--- src/sv/bmpc_pkg.sv ---
// ----------------------------------------------------------------------------
// Barometric compensation package
// Shared widths, register indexes, the calibration coefficient bundle and
// small helper functions.
// ----------------------------------------------------------------------------
`default_nettype none

package bmpc_pkg;

    localparam int RAW_W   = 20;
    localparam int WORD_W  = 32;
    localparam int CFG_W   = 64;
    localparam int IN_W    = 40;
    localparam int OUT_W   = 72;
    localparam int SIDE_W  = WORD_W + 2;

    localparam logic [31:0] P_OFFSET   = 32'd64000;
    localparam logic [31:0] RAW_FULL   = 32'd1048576;
    localparam logic [31:0] P_SCALE    = 32'd3125;
    localparam logic [31:0] P1_OFFSET  = 32'd32768;
    localparam logic [31:0] T_ROUND    = 32'd128;

    typedef enum logic [1:0] {
        CFG_TEMP   = 2'd0,
        CFG_PLOW   = 2'd1,
        CFG_PHIGH  = 2'd2,
        CFG_PNINE  = 2'd3
    } cfg_idx_t;

    // Calibration words, each widened to a 32-bit word as the arithmetic uses it.
    typedef struct packed {
        logic [31:0] t1;
        logic [31:0] t2;
        logic [31:0] t3;
        logic [31:0] p1;
        logic [31:0] p2;
        logic [31:0] p3;
        logic [31:0] p4;
        logic [31:0] p5;
        logic [31:0] p6;
        logic [31:0] p7;
        logic [31:0] p8;
        logic [31:0] p9;
    } coef_t;

    function automatic logic [31:0] sx16(input logic [15:0] v);
        return {{16{v[15]}}, v};
    endfunction

    function automatic logic [31:0] zx16(input logic [15:0] v);
        return {16'd0, v};
    endfunction

endpackage

`default_nettype wire

--- src/sv/bmpc_temp.sv ---
// ----------------------------------------------------------------------------
// Temperature stages
// Five register stages forming the fine-temperature term, the compensated
// temperature and the offset pressure-path term.
// ----------------------------------------------------------------------------
`default_nettype none

module bmpc_temp
    import bmpc_pkg::*;
(
    input  wire logic              clk,
    input  wire logic              rst_n,
    input  wire logic              en,
    input  wire logic              vin,
    input  wire logic [RAW_W-1:0]  rt,
    input  wire logic [RAW_W-1:0]  rp,
    input  wire coef_t             coef,
    output logic                   vout,
    output logic [31:0]            temp_o,
    output logic [31:0]            pu_o,
    output logic [RAW_W-1:0]       rp_o
);

    logic [4:0]       v_reg;
    logic [RAW_W-1:0] rp_reg [0:4];

    logic [31:0] a_reg, d_reg;
    logic [31:0] m1_reg, dd_reg;
    logic [31:0] u_reg, m3_reg;
    logic [31:0] fine_reg;
    logic [31:0] temp_reg, pu_reg;

    logic [31:0] rt32;
    logic [31:0] a_next, d_next, m1_next, dd_next, u_next, m3_next, fine_next;
    logic [31:0] t5, temp_next, pu_next;

    always_comb
    begin
        rt32      = {12'd0, rt};
        a_next    = (rt32 >> 3) - (coef.t1 << 1);
        d_next    = (rt32 >> 4) - coef.t1;
        m1_next   = a_reg * coef.t2;
        dd_next   = d_reg * d_reg;
        u_next    = 32'($signed(m1_reg) >>> 11);
        m3_next   = 32'($signed(dd_reg) >>> 12) * coef.t3;
        fine_next = u_reg + 32'($signed(m3_reg) >>> 14);
        t5        = (fine_reg << 2) + fine_reg + T_ROUND;
        temp_next = 32'($signed(t5) >>> 8);
        pu_next   = 32'($signed(fine_reg) >>> 1) - P_OFFSET;
    end

    always_ff @(posedge clk or negedge rst_n)
    begin
        if (!rst_n)
        begin
            v_reg <= '0;
        end
        else if (en)
        begin
            v_reg <= {v_reg[3:0], vin};
        end
    end

    always_ff @(posedge clk)
    begin
        if (en)
        begin
            rp_reg[0] <= rp;
            rp_reg[1] <= rp_reg[0];
            rp_reg[2] <= rp_reg[1];
            rp_reg[3] <= rp_reg[2];
            rp_reg[4] <= rp_reg[3];
            a_reg     <= a_next;
            d_reg     <= d_next;
            m1_reg    <= m1_next;
            dd_reg    <= dd_next;
            u_reg     <= u_next;
            m3_reg    <= m3_next;
            fine_reg  <= fine_next;
            temp_reg  <= temp_next;
            pu_reg    <= pu_next;
        end
    end

    assign vout   = v_reg[4];
    assign temp_o = temp_reg;
    assign pu_o   = pu_reg;
    assign rp_o   = rp_reg[4];

endmodule

`default_nettype wire

--- config.mk ---
export PLATFORM = sky130hd
export DESIGN_NAME = bmpc_temp
export DESIGN_NICKNAME = d
export VERILOG_FILES = /design/src/sv/bmpc_pkg.sv /design/src/sv/bmpc_temp.sv
export SDC_FILE = /design/constraint.sdc
export NUM_CORES = 2
export LEC_CHECK = 0
export ABC_CLOCK_PERIOD_IN_PS = 9370
export BUFFER_PORTS_ARGS = -buffer_cell sky130_fd_sc_hd__buf_2
export CAP_MARGIN = 5
export CORE_ASPECT_RATIO = 0.7
export CORE_UTILIZATION = 30
export DETAILED_ROUTE_END_ITERATION = 8
export PLACE_DENSITY = 0.44
export SETUP_SLACK_MARGIN = 0.4
export SKIP_CTS_REPAIR_TIMING = 1
export SYNTH_ARGS = -nofsm -noshare
export SYNTH_HDL_FRONTEND = slang
export SYNTH_SLANG_ARGS = --single-unit
--- constraint.sdc ---
create_clock -name clk -period 9.37 [get_ports clk]
set_clock_uncertainty 0.1 [all_clocks]
set_input_delay 1.4055 -clock clk [delete_from_list [all_inputs] [get_ports clk]]
set_output_delay 1.4055 -clock clk [all_outputs]
set_load 0.01 [all_outputs]
[Word level (Yosys, flattened, before mapping)]
Memories as Yosys holds them, arrays and structs flattened.
Index checks and enable logic that the tools add are counted.
W data, S select, Z words.
Cells by class
  multiplexer cells: 2
  multipliers: 3
  add/sub/neg operators: 6
Operators with widths (count)
  $mul A32 B32 Y32: 2
  $add A32 B8 Y32 const B: 1
  $mul A20 B32 Y32: 1
  $sub A16 B32 Y32: 1
  $sub A17 B32 Y32: 1
  $add A24 B22 Y25: 1
  $add A21 B18 Y22: 1
  $sub A21 B17 Y22 const B: 1
  $mux W1: 2
Storage, ports and cells
  input port bits: 428
  register bits after elaboration: 264
  output and inout bits: 85
  RAM bits: 100
  memories: 1
Memory list
  rp_reg: words 5, width 20, rd ports 5, clocked after Yosys merged registers in 0, wr ports 5, RTL line bmpc_temp.sv:25  | logic [RAW_W-1:0] rp_reg [0:4];

[Longest topological paths before layout]
  depth in word-level cells: 2
  mapped depth: 29
  mapped depth without buffers: 27

[Worst setup path after synthesis]
Ideal clock, no wire load.
  path kind: input -> register
  start point: in coef[323] (netlist bit)
  end point: reg m1_reg[31], data pin
  cell stages on the path: 23
  data arrival time: 7.604 ns
  library setup time: 0.260 ns
  slack: 1.406 ns
  cells stage by stage: clkbuf_1 -> clkbuf_1 -> and2_1 -> fa_1 -> inv_1 -> fa_1 -> fa_1 -> fa_1 -> inv_1 -> fa_1 -> inv_1 -> fa_1 -> inv_1 -> fa_1 -> fa_1 -> ha_1 -> and3_1 -> a311o_1 -> a21oi_1 -> o21ai_0 -> a21o_1 -> a21oi_1 -> xnor2_1
On the way
  word-level cells in the longest chain between the ends: 1
Ends and longest elaborated chain
  start: declaration: RTL line bmpc_temp.sv:17  | input wire coef_t coef,
  $mul A32 B32 Y32: RTL line bmpc_temp.sv:42  | m1_next = a_reg * coef.t2;
  named net m1_next[31]: RTL line bmpc_temp.sv:34  | logic [31:0] a_next, d_next, m1_next, dd_next, u_next, m3_next, fine_next;
  end signal: assignment: RTL line bmpc_temp.sv:75  | m1_reg <= m1_next;
  end: declaration: RTL line bmpc_temp.sv:28  | logic [31:0] m1_reg, dd_reg;
The timed path passes the listed nets, and every way through them passes these cells.
A chain may end at the register's enable or synchronous reset.

[Final worst setup path]
  start point: in coef[295] (netlist bit)
  end point: reg m3_reg[30], data pin
On the way
  word-level cells in the longest chain between the ends: 1
Ends and longest elaborated chain
  $mul A20 B32 Y32: RTL line bmpc_temp.sv:45  | m3_next = 32'($signed(dd_reg) >>> 12) * coef.t3;
  named net m3_next[30]: RTL line bmpc_temp.sv:34
  end signal: assignment: RTL line bmpc_temp.sv:78  | m3_reg <= m3_next;
  end: declaration: RTL line bmpc_temp.sv:29  | logic [31:0] u_reg, m3_reg;
The timed path passes the listed nets, and every way through them passes these cells.

==> flow_summary.yaml <==
setup_path:
  crit_top_cell: "fa_1"
  critPathTopFamily: "adder cells"
  criticalPathCategory: "input port to register"
  cp-start-kind: "input port"
  cp.arrival_ns: 8.54
  cp_max_fo: 12
  worst_path_max_delay_cell: "fa_1"
  crit_buf_inv: 9
  critPathMaxStageDelay_ns: 0.55
  critical_path.endpoint_type: "register"
  crit_required_ns: 9.60
global_route:
  grt_overflow_total: 0
  grt_max_degree: 98
  grt_pass1_wl_um: 229000
  antenna_found_initial: 11
  grt_usage_pct: 16.7
  grt_pass1_vias: 37300
yosys:
  syn_avg_cell_area_um2: 10.1
  ys_types: 76
  ys_warn_count: 0
  yosysTopAreaCell: "fa_1"
  synth-seq-cells: 285
  synth.area.top_cells: "fa_1 (42%), edfxtp_1 (16%), ha_1 (9.7%)"
  synth_nets: 7339
  syn-instance-count: 5369
  synth-seq-area-share_pct: 15.8
  synth_most_common_cell: "inv_1"
  synth.top_cells.by_count: "inv_1 (1250), fa_1 (1125), and2_1 (666)"
  synth_top_area_share_pct: 41.7
  synth_flop_cell: "edfxtp_1"
  syn-cell-area_um2: 54000
  synth-edff-count: 280
  synthArstFlopShare_pct: 1.75
timing:
  finalMaxSlewViolations: 0
  period_needed_ns: 8.31
  setup_violations: 0
  relSlewSlack_pct: 21.1
  fmax_mhz: 120
  tns_ns: 0
  timing_hold_violations_final: 0
  worst_pin_slew_ns: 1.18
  fin_crit_sh_pct: 88.7
  rsz0062_at_grt: "false"
run_status:
  status: "finished, final reports clean"
cells_and_area:
  largest_reg_flops: 100
  layout-drive-gt1-share_pct: 7.16
  finalInstanceArea_um2: 58700
  seqCellArea_um2: 8530
  fin_nets: 7422
  syn_to_final_growth_pct: 8.84
  fillers: 18300
  final_util_pct: 33.1
  multi_input_area_um2: 39600
place:
  port_buffers: 220
  dp_hpwl_um: 120000
  place_congestion: 0.830
  dpl_cell_area_um2: 57600
floorplan:
  rows: 129
  coreArea_um2: 178000
  die-height_um: 357
  die_w_um: 509
  die-area_um2: 182000
  initial_utilization_pct: 30.4
  io_pins: 513
cts:
  cts_tree: "yes"
  cts.htree.levels: 2
  cts.clk_slew.worst_paths_ns: 0.07
  clock_latency_ns: 0.60
  clockBufferDepth: 3
  cts.sinks: 285
  cts_buffers: 34
  clockRootBuffer: "clkbuf_16"
detailed_routing:
  drc: 0
  wl_um: 147000
  num_vias: 34800
  drtIter0Drc: 2079
  first_pass_iters: 5
  antenna_violating_nets_post_route: 0
  routedWlPerCell_um: 18.8
  via_per_inst: 4.43
flow_run:
  max_cap_violations: 0
worst_hold_path:
  min_path_type: "register to register"
cell usage in the layout, fill, tap and decap left out, types with 79 or more instances in the layout:
master | Yosys | layout
buf_2 | 0 | 219
fa_1 | 1125 | 1125
inv_1 | 1250 | 1250
and2_1 | 666 | 666
nand2_1 | 571 | 571
ha_1 | 417 | 417
a21oi_1 | 90 | 90
nor2_1 | 79 | 79
edfxtp_1 | 280 | 280
buf_4 | 38 | 84
xnor2_1 | 193 | 193
logic make-up after synthesis:
family / after synthesis / share of synthesized area (%)
buffers and inverters: 1512 / 10.8
muxes: 8 / 0.162
adders and majority gates: 1542 / 51.4
and+or+nand+nor: 1466 / 14.0
xor gates and xnor gates: 261 / 4.24
DFF: 285 / 15.8
AOI/OAI and AO/OA: 295 / 3.64
through the flow:
stage	hold slack, ns	instances	setup WS, ns
floorplan	0.300	5369	1.41
global placement	0.300	7774	0.606
detailed placement	0.305	7774	0.626
CTS	0.316	7835	0.978
global route	0.322	7837	0.537
finish	0.313	7841	1.06
final timing paths:
path | from | to | slack (ns) | cells after the start
min in group asynchronous | rst_n | v_reg[0]$_DFFE_PN0P_ | 0.52 | 1
hold reg to reg | rp_reg[0][5]$_DFFE_PP_ | rp_reg[0][25]$_DFFE_PP_ | 0.31 | 0
setup / recovery | coef[295] | m3_reg[30]$_DFFE_PP_ | 1.06 | 26
setup reg to reg | a_reg[3]$_DFFE_PP_ | dd_reg[25]$_DFFE_PP_ | 1.07 | 23
hold / removal | rp_reg[0][5]$_DFFE_PP_ | rp_reg[0][25]$_DFFE_PP_ | 0.31 | 0
max in group asynchronous | rst_n | v_reg[4]$_DFFE_PN0P_ | 8.49 | 1
worst register-to-register path, cell delays in order (launching register included):
cell and delay, ns:
edfxtp_1 0.64, buf_4 0.41, and2_1 0.20, fa_1 0.47, fa_1 0.52, inv_1 0.05
fa_1 0.48, fa_1 0.54, inv_1 0.04, ha_1 0.26, ha_1 0.30, fa_1 0.51
fa_1 0.41, ha_1 0.34, o21ai_0 0.32, a21oi_1 0.14, a221o_1 0.35, a21oi_1 0.50
o21ai_0 0.27, a21oi_1 0.37, o21ai_0 0.18, a21oi_1 0.27, nor2b_1 0.08, o311a_1 0.30
area by class of cell:
cell class                 count  area share [%]
antenna                        6          0.0256
clock buffer                  42            1.55
clock inverter                19           0.369
inverter                    1252            8.00
multi-input combinational   3572            67.4
sequential                   285            14.5
tap                         2358            5.02
timing repair buffer         307            3.07
metal layers:
layer	track usage, %	part of all wire (%)	routed length (µm)	up-vias
met4	2.36	1.3	1980	0
met2	23.4	39	58000	699
li1	-	-	-	16100
met5	0	0	0	-
met1	27.0	54	79500	17900
met3	2.57	5.4	7900	98
Power is left out: the tool's default activity adds up to more than one toggle a clock period on the data nets, which glitch-free logic cannot reach.
