==> config.mk <==
export PLATFORM = sky130hd
export DESIGN_NAME = bmpc_post
export DESIGN_NICKNAME = d
export VERILOG_FILES = /design/src/sv/bmpc_pkg.sv /design/src/sv/bmpc_post.sv
export SDC_FILE = /design/constraint.sdc
export NUM_CORES = 2
export LEC_CHECK = 0
export ABC_AREA = 1
export BUFFER_PORTS_ARGS = -buffer_cell sky130_fd_sc_hd__buf_2
export CORE_ASPECT_RATIO = 2
export CORE_UTILIZATION = 25
export DETAILED_ROUTE_END_ITERATION = 12
export RECOVER_POWER = 100
export SLEW_MARGIN = 10
export SYNTH_ARGS = -nofsm -noshare
export SYNTH_HDL_FRONTEND = slang
export SYNTH_SLANG_ARGS = --single-unit
==> constraint.sdc <==
create_clock -name clk -period 7.1 [get_ports clk]
set_clock_uncertainty 0.15 [all_clocks]
set_input_delay 0.71 -clock clk [delete_from_list [all_inputs] [get_ports clk]]
set_output_delay 0.71 -clock clk [all_outputs]
set_load 0.02 [all_outputs]
==> src/sv/bmpc_pkg.sv <==
// ----------------------------------------------------------------------------
// Barometric compensation package
// Shared widths, register indexes, the calibration coefficient bundle and
// small helper functions.
// ----------------------------------------------------------------------------
`default_nettype none

package bmpc_pkg;

    localparam int RAW_W   = 20;
    localparam int WORD_W  = 32;
    localparam int CFG_W   = 64;
    localparam int IN_W    = 40;
    localparam int OUT_W   = 72;
    localparam int SIDE_W  = WORD_W + 2;

    localparam logic [31:0] P_OFFSET   = 32'd64000;
    localparam logic [31:0] RAW_FULL   = 32'd1048576;
    localparam logic [31:0] P_SCALE    = 32'd3125;
    localparam logic [31:0] P1_OFFSET  = 32'd32768;
    localparam logic [31:0] T_ROUND    = 32'd128;

    typedef enum logic [1:0] {
        CFG_TEMP   = 2'd0,
        CFG_PLOW   = 2'd1,
        CFG_PHIGH  = 2'd2,
        CFG_PNINE  = 2'd3
    } cfg_idx_t;

    // Calibration words, each widened to a 32-bit word as the arithmetic uses it.
    typedef struct packed {
        logic [31:0] t1;
        logic [31:0] t2;
        logic [31:0] t3;
        logic [31:0] p1;
        logic [31:0] p2;
        logic [31:0] p3;
        logic [31:0] p4;
        logic [31:0] p5;
        logic [31:0] p6;
        logic [31:0] p7;
        logic [31:0] p8;
        logic [31:0] p9;
    } coef_t;

    function automatic logic [31:0] sx16(input logic [15:0] v);
        return {{16{v[15]}}, v};
    endfunction

    function automatic logic [31:0] zx16(input logic [15:0] v);
        return {16'd0, v};
    endfunction

endpackage

`default_nettype wire

==> src/sv/bmpc_post.sv <==
// ----------------------------------------------------------------------------
// Pressure correction stages
// Three register stages applying the second-order P7..P9 correction; the
// last stage is the output register.
// ----------------------------------------------------------------------------
`default_nettype none

module bmpc_post
    import bmpc_pkg::*;
(
    input  wire logic               clk,
    input  wire logic               rst_n,
    input  wire logic               en,
    input  wire logic               vin,
    input  wire logic [WORD_W-1:0]  quo,
    input  wire logic [SIDE_W-1:0]  side_i,
    input  wire coef_t              coef,
    output logic                    vout,
    output logic [31:0]             temp_o,
    output logic [31:0]             pres_o,
    output logic                    bad_o
);

    logic [2:0]  v_reg;
    logic [31:0] temp_reg [0:2];
    logic [2:0]  bad_reg;
    logic [31:0] pres_reg, pres2_reg, qq_reg;
    logic [31:0] m_reg, n_reg;
    logic [31:0] fin_reg;

    logic [31:0] pres_next, q, corr, fin_next;

    always_comb
    begin
        pres_next = side_i[WORD_W+1] ? (quo << 1) : quo;
        q         = pres_next >> 3;
        corr      = 32'($signed(m_reg) >>> 12) + 32'($signed(n_reg) >>> 13) + coef.p7;
        fin_next  = bad_reg[1] ? 32'd0 : (pres2_reg + 32'($signed(corr) >>> 4));
    end

    always_ff @(posedge clk or negedge rst_n)
    begin
        if (!rst_n)
        begin
            v_reg <= '0;
        end
        else if (en)
        begin
            v_reg <= {v_reg[1:0], vin};
        end
    end

    always_ff @(posedge clk)
    begin
        if (en)
        begin
            temp_reg[0] <= side_i[WORD_W-1:0];
            temp_reg[1] <= temp_reg[0];
            temp_reg[2] <= temp_reg[1];
            bad_reg     <= {bad_reg[1:0], side_i[WORD_W]};
            pres_reg    <= pres_next;
            qq_reg      <= q * q;
            m_reg       <= coef.p9 * (qq_reg >> 13);
            n_reg       <= (pres_reg >> 2) * coef.p8;
            pres2_reg   <= pres_reg;
            fin_reg     <= fin_next;
        end
    end

    assign vout   = v_reg[2];
    assign temp_o = temp_reg[2];
    assign pres_o = fin_reg;
    assign bad_o  = bad_reg[2];

endmodule

`default_nettype wire

# Yosys cells after proc, flatten, opt, wreduce, memory -nomap -nowiden
# Memory sizes are Yosys's and may differ from the RTL's.
# Cells that the tools add are included.
[totals]
mem_bits_rw = 96
mem_count = 1
out_inout_bits = 66
regBits = 198
[memory_table]
columns = ["memory", "words", "word_bits", "rd", "rd_clocked_by_memory_dff", "wr", "line_no", "source"]
rows = [
  ["temp_reg", 3, 32, 3, 0, 3, "bmpc_post.sv:25", "logic [31:0] temp_reg [0:2];"],
]
[classes]
addsub = 3
multipliers = 3
mux = 3
[op_table]
columns = ["operator", "count"]
rows = [
  ["adder 32 bit", 2],
  ["multiplier 29 x 29 -> 32 bit", 1],
  ["multiplier 30 x 32 -> 32 bit", 1],
  ["multiplier 32 x 19 -> 32 bit", 1],
  ["2-to-1 mux 32 bit", 1],
  ["adder 20 x 19 -> 21 bit", 1],
  ["2-to-1 mux 1 bit", 2],
]

# Logic depth before layout (Yosys ltp)
[logic_depth]
ltp_word = 3
depth_mapped = 35
depth_no_buf = 35

# Worst setup path after synthesis
# OpenSTA, ideal clock, no wires.
[synth_timing]
path_type = "input to register"
from = "input port side_i[33]"
to = "register qq_reg[28], data pin"
path_buffers = 4
slack_ns = -0.441
t_arrival_ns = 7.125
stages = 28
setup_ns = 0.266
path_cell_list = "buf_6 -> buf_12 -> o21ai_2 -> buf_6 -> clkinv_1 -> clkbuf_1 -> nor2_1 -> ha_1 -> a31o_2 -> fa_1 -> fa_1 -> inv_1 -> fa_1 -> inv_1 -> fa_1 -> inv_1 -> fa_1 -> inv_1 -> fa_1 -> fa_1 -> ha_1 -> a21oi_1 -> inv_1 -> a21oi_1 -> nor2_1 -> o21ai_0 -> o2111ai_1 -> xor2_1"
[synth_between]
elab_chain_cells = 2
[synth_rtl]
columns = ["element", "line_no", "source"]
rows = [
  ["start, declared", "bmpc_post.sv:16", "input wire logic [SIDE_W-1:0] side_i,"],
  ["2-to-1 mux 32 bit", "bmpc_post.sv:35", "pres_next = side_i[WORD_W+1] ? (quo << 1) : quo;"],
  ["via pres_next[11]", "bmpc_post.sv:31", "logic [31:0] pres_next, q, corr, fin_next;"],
  ["multiplier 29 x 29 -> 32 bit", "bmpc_post.sv:62", "qq_reg <= q * q;"],
  ["end signal, assigned", "bmpc_post.sv:62", ""],
  ["end, declared", "bmpc_post.sv:27", "logic [31:0] pres_reg, pres2_reg, qq_reg;"],
]
# The timed path passes the listed nets, and every way through them passes these cells.
# A chain may end at the register's enable or synchronous reset.

# Final worst setup path
[layout_timing]
from = "input port side_i[33]"
to = "register qq_reg[31], data pin"
# The elaborated chain is that of the path after synthesis.

==> report_table.html <==
<table>
<tr><th>Metric</th><th>Value</th></tr>
<tr><th colspan="2">Global route</th></tr>
<tr><td>Via count of the first global-routing pass</td><td>roughly 51000</td></tr>
<tr><td>Grt ovf</td><td>0</td></tr>
<tr><td>Combined global-route utilization of all metal layers</td><td>approximately 17%</td></tr>
<tr><td>Initial antenna violation count</td><td>52</td></tr>
<tr><td>Maximum number of pins on one net before global-route repair</td><td>141</td></tr>
<tr><td>Wire length of the first global-routing pass</td><td>roughly 290000 um</td></tr>
<tr><th colspan="2">Placement</th></tr>
<tr><td>Detailed placer's ending HPWL</td><td>167000 um</td></tr>
<tr><td>Worst slack, placed</td><td>-894 ps</td></tr>
<tr><td>Gpl congestion</td><td>0.950</td></tr>
<tr><td>Placed instance count</td><td>between 10000 and 15000</td></tr>
<tr><td>Post-place instance area</td><td>about 65000 um2</td></tr>
<tr><td>Number of buffer cells added on primary ports</td><td>231</td></tr>
<tr><th colspan="2">Cells and area</th></tr>
<tr><td>Area growth from synthesis to final layout</td><td>20.6%</td></tr>
<tr><td>Number of filler instances in the final layout</td><td>approximately 24000</td></tr>
<tr><td>Final Cell Area</td><td>~68000 um2</td></tr>
<tr><td>Area taken by multi-input logic gates</td><td>slightly above 40000 um2</td></tr>
<tr><td>Proportion of layout cells with a drive suffix above 1</td><td>17.2%</td></tr>
<tr><td>Non-filler instance count after layout</td><td>~10000</td></tr>
<tr><td>Post-layout net count</td><td>roughly 9400</td></tr>
<tr><td>Flip-flop count of the largest register, all copies and words added</td><td>96</td></tr>
<tr><td>Combined flip-flop and latch cell area</td><td>7670 um2</td></tr>
<tr><th colspan="2">Worst setup path</th></tr>
<tr><td>CP arrival</td><td>roughly 7200 ps</td></tr>
<tr><td>Worst Setup Path Type</td><td>primary input to flop</td></tr>
<tr><td>Worst Setup Start Kind</td><td>primary input</td></tr>
<tr><td>Required @ worst endpoint</td><td>approximately 7300 ps</td></tr>
<tr><td>Largest stage delay on the critical path</td><td>slightly above 600 ps</td></tr>
<tr><td>Worst-case register-to-register setup slack</td><td>130 ps</td></tr>
<tr><td>CP delay by family, top</td><td>adder cells</td></tr>
<tr><td>Cell seen most often among critical-path stages</td><td>fa_1</td></tr>
<tr><td>Sort of element at the end of the critical path</td><td>flop</td></tr>
<tr><td>Critical path's slowest cell</td><td>fa_1</td></tr>
<tr><td>CP Buf/Inv Count</td><td>11</td></tr>
<tr><td>Biggest fanout along the worst timing path</td><td>9</td></tr>
<tr><th colspan="2">Run</th></tr>
<tr><td>Count of max-cap constraint violations</td><td>1</td></tr>
<tr><th colspan="2">Routing</th></tr>
<tr><td>Detail-routed net length per standard cell</td><td>between 15 and 20 um</td></tr>
<tr><td>Number of DRC violations after detailed routing</td><td>0</td></tr>
<tr><td>First-iteration detailed-routing DRC count</td><td>approximately 2200</td></tr>
<tr><td>Total via count after detailed routing</td><td>45600</td></tr>
<tr><td>Total Routed Length</td><td>roughly 190000 um</td></tr>
<tr><td>Routed via count divided by cell count</td><td>~4.4</td></tr>
<tr><td>Count of TritonRoute iterations in the first routing pass</td><td>6</td></tr>
<tr><td>Post-DRT Antenna Nets</td><td>0</td></tr>
<tr><th colspan="2">Clocking</th></tr>
<tr><td>Clock edge transition at the registers on the reported setup and hold paths</td><td>roughly 60 ps</td></tr>
<tr><td>Clock network latency to the later pin of the worst-skew pair</td><td>620 ps</td></tr>
<tr><td>Num Clock Sinks</td><td>roughly 260</td></tr>
<tr><td>Root Buffer</td><td>clkbuf_16</td></tr>
<tr><td>Max H-tree Level</td><td>1</td></tr>
<tr><td>Max Root-Sink Buffers</td><td>3</td></tr>
<tr><td>Clock buffer count from CTS</td><td>28</td></tr>
<tr><td>CTS tree</td><td>built</td></tr>
<tr><th colspan="2">Status</th></tr>
<tr><td>Violations in the final reports</td><td>max-capacitance violations, max-slew violations</td></tr>
<tr><td>Result of the run</td><td>finished, violations left</td></tr>
<tr><th colspan="2">Floorplanning</th></tr>
<tr><td>Core area</td><td>223000 um2</td></tr>
<tr><td>Floorplan die area</td><td>approximately 230000 um2</td></tr>
<tr><td>Die width</td><td>337 um</td></tr>
<tr><td>Initial cell density of the core</td><td>25.2%</td></tr>
<tr><td>Count of boundary I/O pins</td><td>520</td></tr>
<tr><td>Number of cell rows</td><td>between 200 and 250</td></tr>
<tr><td>Vert. Die Dim</td><td>672 um</td></tr>
<tr><th colspan="2">Yosys</th></tr>
<tr><td>Seq cells post-synth</td><td>roughly 260</td></tr>
<tr><td>Synthesized area per cell</td><td>~8.3 um2</td></tr>
<tr><td>Yosys warnings</td><td>0</td></tr>
<tr><td>Async set or reset register ratio after synthesis</td><td>1.17%</td></tr>
<tr><td>Cell area after technology mapping</td><td>56100 um2</td></tr>
<tr><td>Library cells used by synthesis</td><td>57</td></tr>
<tr><td>Proportion of synthesized chip area in sequential cells</td><td>between 10% and 20%</td></tr>
<tr><td>Number of cells produced by synthesis</td><td>between 6000 and 7000</td></tr>
<tr><td>Synth Net Count</td><td>roughly 8700</td></tr>
<tr><td>Primary FF master, synth</td><td>edfxtp_1</td></tr>
<tr><td>Number of flops mapped to enable cells by yosys</td><td>253</td></tr>
<tr><th colspan="2">Timing</th></tr>
<tr><td>Achievable frequency</td><td>~0.14 GHz</td></tr>
<tr><td>Final hold vios</td><td>0</td></tr>
<tr><td>Post-route fraction of the period consumed by the critical path</td><td>between 90% and 100%</td></tr>
<tr><td>Slack of the critical path</td><td>roughly 94 ps</td></tr>
<tr><td>Max-Slew Margin vs Limit</td><td>-230%</td></tr>
<tr><td>Max-slew violations</td><td>78</td></tr>
<tr><td>Setup repair after global routing missed its margin</td><td>true</td></tr>
<tr><td>Actual transition at the worst max-transition pin</td><td>approximately 4900 ps</td></tr>
<tr><td>Total setup violations reported at the end of the flow</td><td>0</td></tr>
<tr><td>Post-layout minimum cycle time</td><td>approximately 7000 ps</td></tr>
<tr><th colspan="2">Worst hold path</th></tr>
<tr><td>Worst hold-check path type</td><td>primary input to flop</td></tr>
</table>
==> metrics by stage <==
| step | util (%) | hold WS (ps) | setup TNS [ps] |
|---|---|---|---|
| after floorplan | - | 250 | 0 |
| after global placement | 29.3 | 252 | -16130 |
| after detailed placement | 29.3 | 255 | -17900 |
| after CTS | 29.8 | 108 | -20.2 |
| after global routing | 30.4 | 119 | -350 |
| final | 30.4 | 134 | 0 |
==> routing by layer <==
layer	wire length (um)	part of all wire [%]	up-vias	global-route usage (%)
met5	192	0.10	-	0
met4	19400	10	28	14.3
met3	8710	4.5	653	1.85
met2	103000	54	1414	32.5
met1	60100	31	22700	15.7
li1	-	-	20900	-
==> synth_stat cells, types with 3 or more instances <==
cell type / number / share of area (%)
nand4_1: 17 / 0.19
o21ai_4: 7 / 0.20
o211ai_1: 5 / 0.067
or2_2: 6 / 0.067
a211oi_1: 5 / 0.067
nand3b_1: 11 / 0.15
buf_2: 3 / 0.027
xnor2_1: 67 / 1.0
fa_1: 1118 / 40
a21o_1: 18 / 0.24
o21ai_1: 4 / 0.036
nor2_1: 361 / 2.4
o21bai_1: 11 / 0.15
inv_2: 5 / 0.033
o21ai_0: 130 / 1.2
a31oi_1: 12 / 0.13
nand3_1: 96 / 0.86
ha_1: 385 / 8.6
edfxtp_1: 253 / 14
a21boi_0: 3 / 0.040
nor2_2: 4 / 0.045
o21a_1: 19 / 0.25
nand3_2: 5 / 0.089
buf_6: 8 / 0.16
o21ai_2: 21 / 0.33
clkbuf_1: 164 / 1.1
xor2_1: 98 / 1.5
a221oi_1: 3 / 0.047
buf_1: 47 / 0.31
nor4_1: 9 / 0.10
buf_8: 3 / 0.080
nand2_2: 31 / 0.35
nor3_1: 29 / 0.26
dfrtp_1: 3 / 0.13
a21oi_1: 220 / 2.0
o31ai_1: 4 / 0.053
nand2_1: 1565 / 10
nor3b_1: 3 / 0.040
buf_4: 33 / 0.44
inv_1: 1952 / 13
clkinv_1: 3 / 0.020
==> logic make-up after synthesis <==
| group | after synthesis | synth area share [%] |
|---|---|---|
| compound gates | 473 | 4.90 |
| xor+xnor | 165 | 2.57 |
| fa+ha+maj | 1503 | 48.4 |
| buf+inv | 2221 | 15.3 |
| flops | 256 | 13.7 |
| mux | 1 | 0.0201 |
| simple gates | 2143 | 15.1 |
==> repair_timing <==
action / 4_1_cts / 5_1_grt
hold buffers: 1 / 0
endpoints found under the hold margin: 3 / 0
pin swaps: 1 / 104
gates resized for setup: 25 / 278
setup buffers: 6 / 31
endpoints found under the setup margin: 18 / 30
gates cloned: 0 / 5
==> cell usage in the layout (no fill, tap or decap), types with 7 or more instances in the layout <==
master / Yosys / final
buf_4: 33 / 589
a21oi_2: 2 / 26
buf_6: 8 / 21
ha_1: 385 / 358
nand2_1: 1565 / 1534
buf_12: 1 / 43
o21a_1: 19 / 19
clkbuf_1: 164 / 9
a21oi_1: 220 / 189
inv_1: 1952 / 1935
inv_2: 5 / 20
buf_2: 3 / 227
o21bai_1: 11 / 11
nand2_2: 31 / 52
a21o_1: 18 / 18
o21ai_0: 130 / 105
nand4_1: 17 / 17
o21ai_4: 7 / 19
a31oi_1: 12 / 11
o21ai_1: 4 / 20
xnor2_1: 67 / 66
clkbuf_16: 0 / 32
nor2_1: 361 / 289
nand3b_1: 11 / 11
nor2_2: 4 / 57
fa_2: 0 / 47
nor4_1: 9 / 8
fa_1: 1118 / 1071
edfxtp_1: 253 / 253
nand2_4: 2 / 12
o21ai_2: 21 / 18
nor2_4: 1 / 20
xor2_1: 98 / 97
nand3_1: 96 / 93
a21oi_4: 0 / 7
nor3_1: 29 / 23
nand3_2: 5 / 8
ha_4: 0 / 25
==> path summary, 6_finish.rpt <==
kind	from	endpoint	depth (start not counted)
min in group asynchronous	rst_n	v_reg[1]	2
worst max register to register	pres_reg[10]	n_reg[30]	29
worst max-delay path	side_i[33]	qq_reg[31]	29
max in group asynchronous	rst_n	v_reg[0]	2
worst min register to register	temp_reg[0][7]	temp_reg[0][39]	0
worst min-delay path	side_i[31]	temp_reg[0][31]	1
==> final cells by class <==
cell class	instances	share of cell area [%]
diodes	6	0.0222
clock buffers	32	1.06
inverters	1961	10.9
flip-flops and latches	256	11.3
multi-input cells	4285	60.8
well taps	2964	5.48
repair buffers	896	10.2
clock inverters	19	0.266
Power is left out: the tool's default activity adds up to more than one toggle a clock period on the data nets, which glitch-free logic cannot reach.
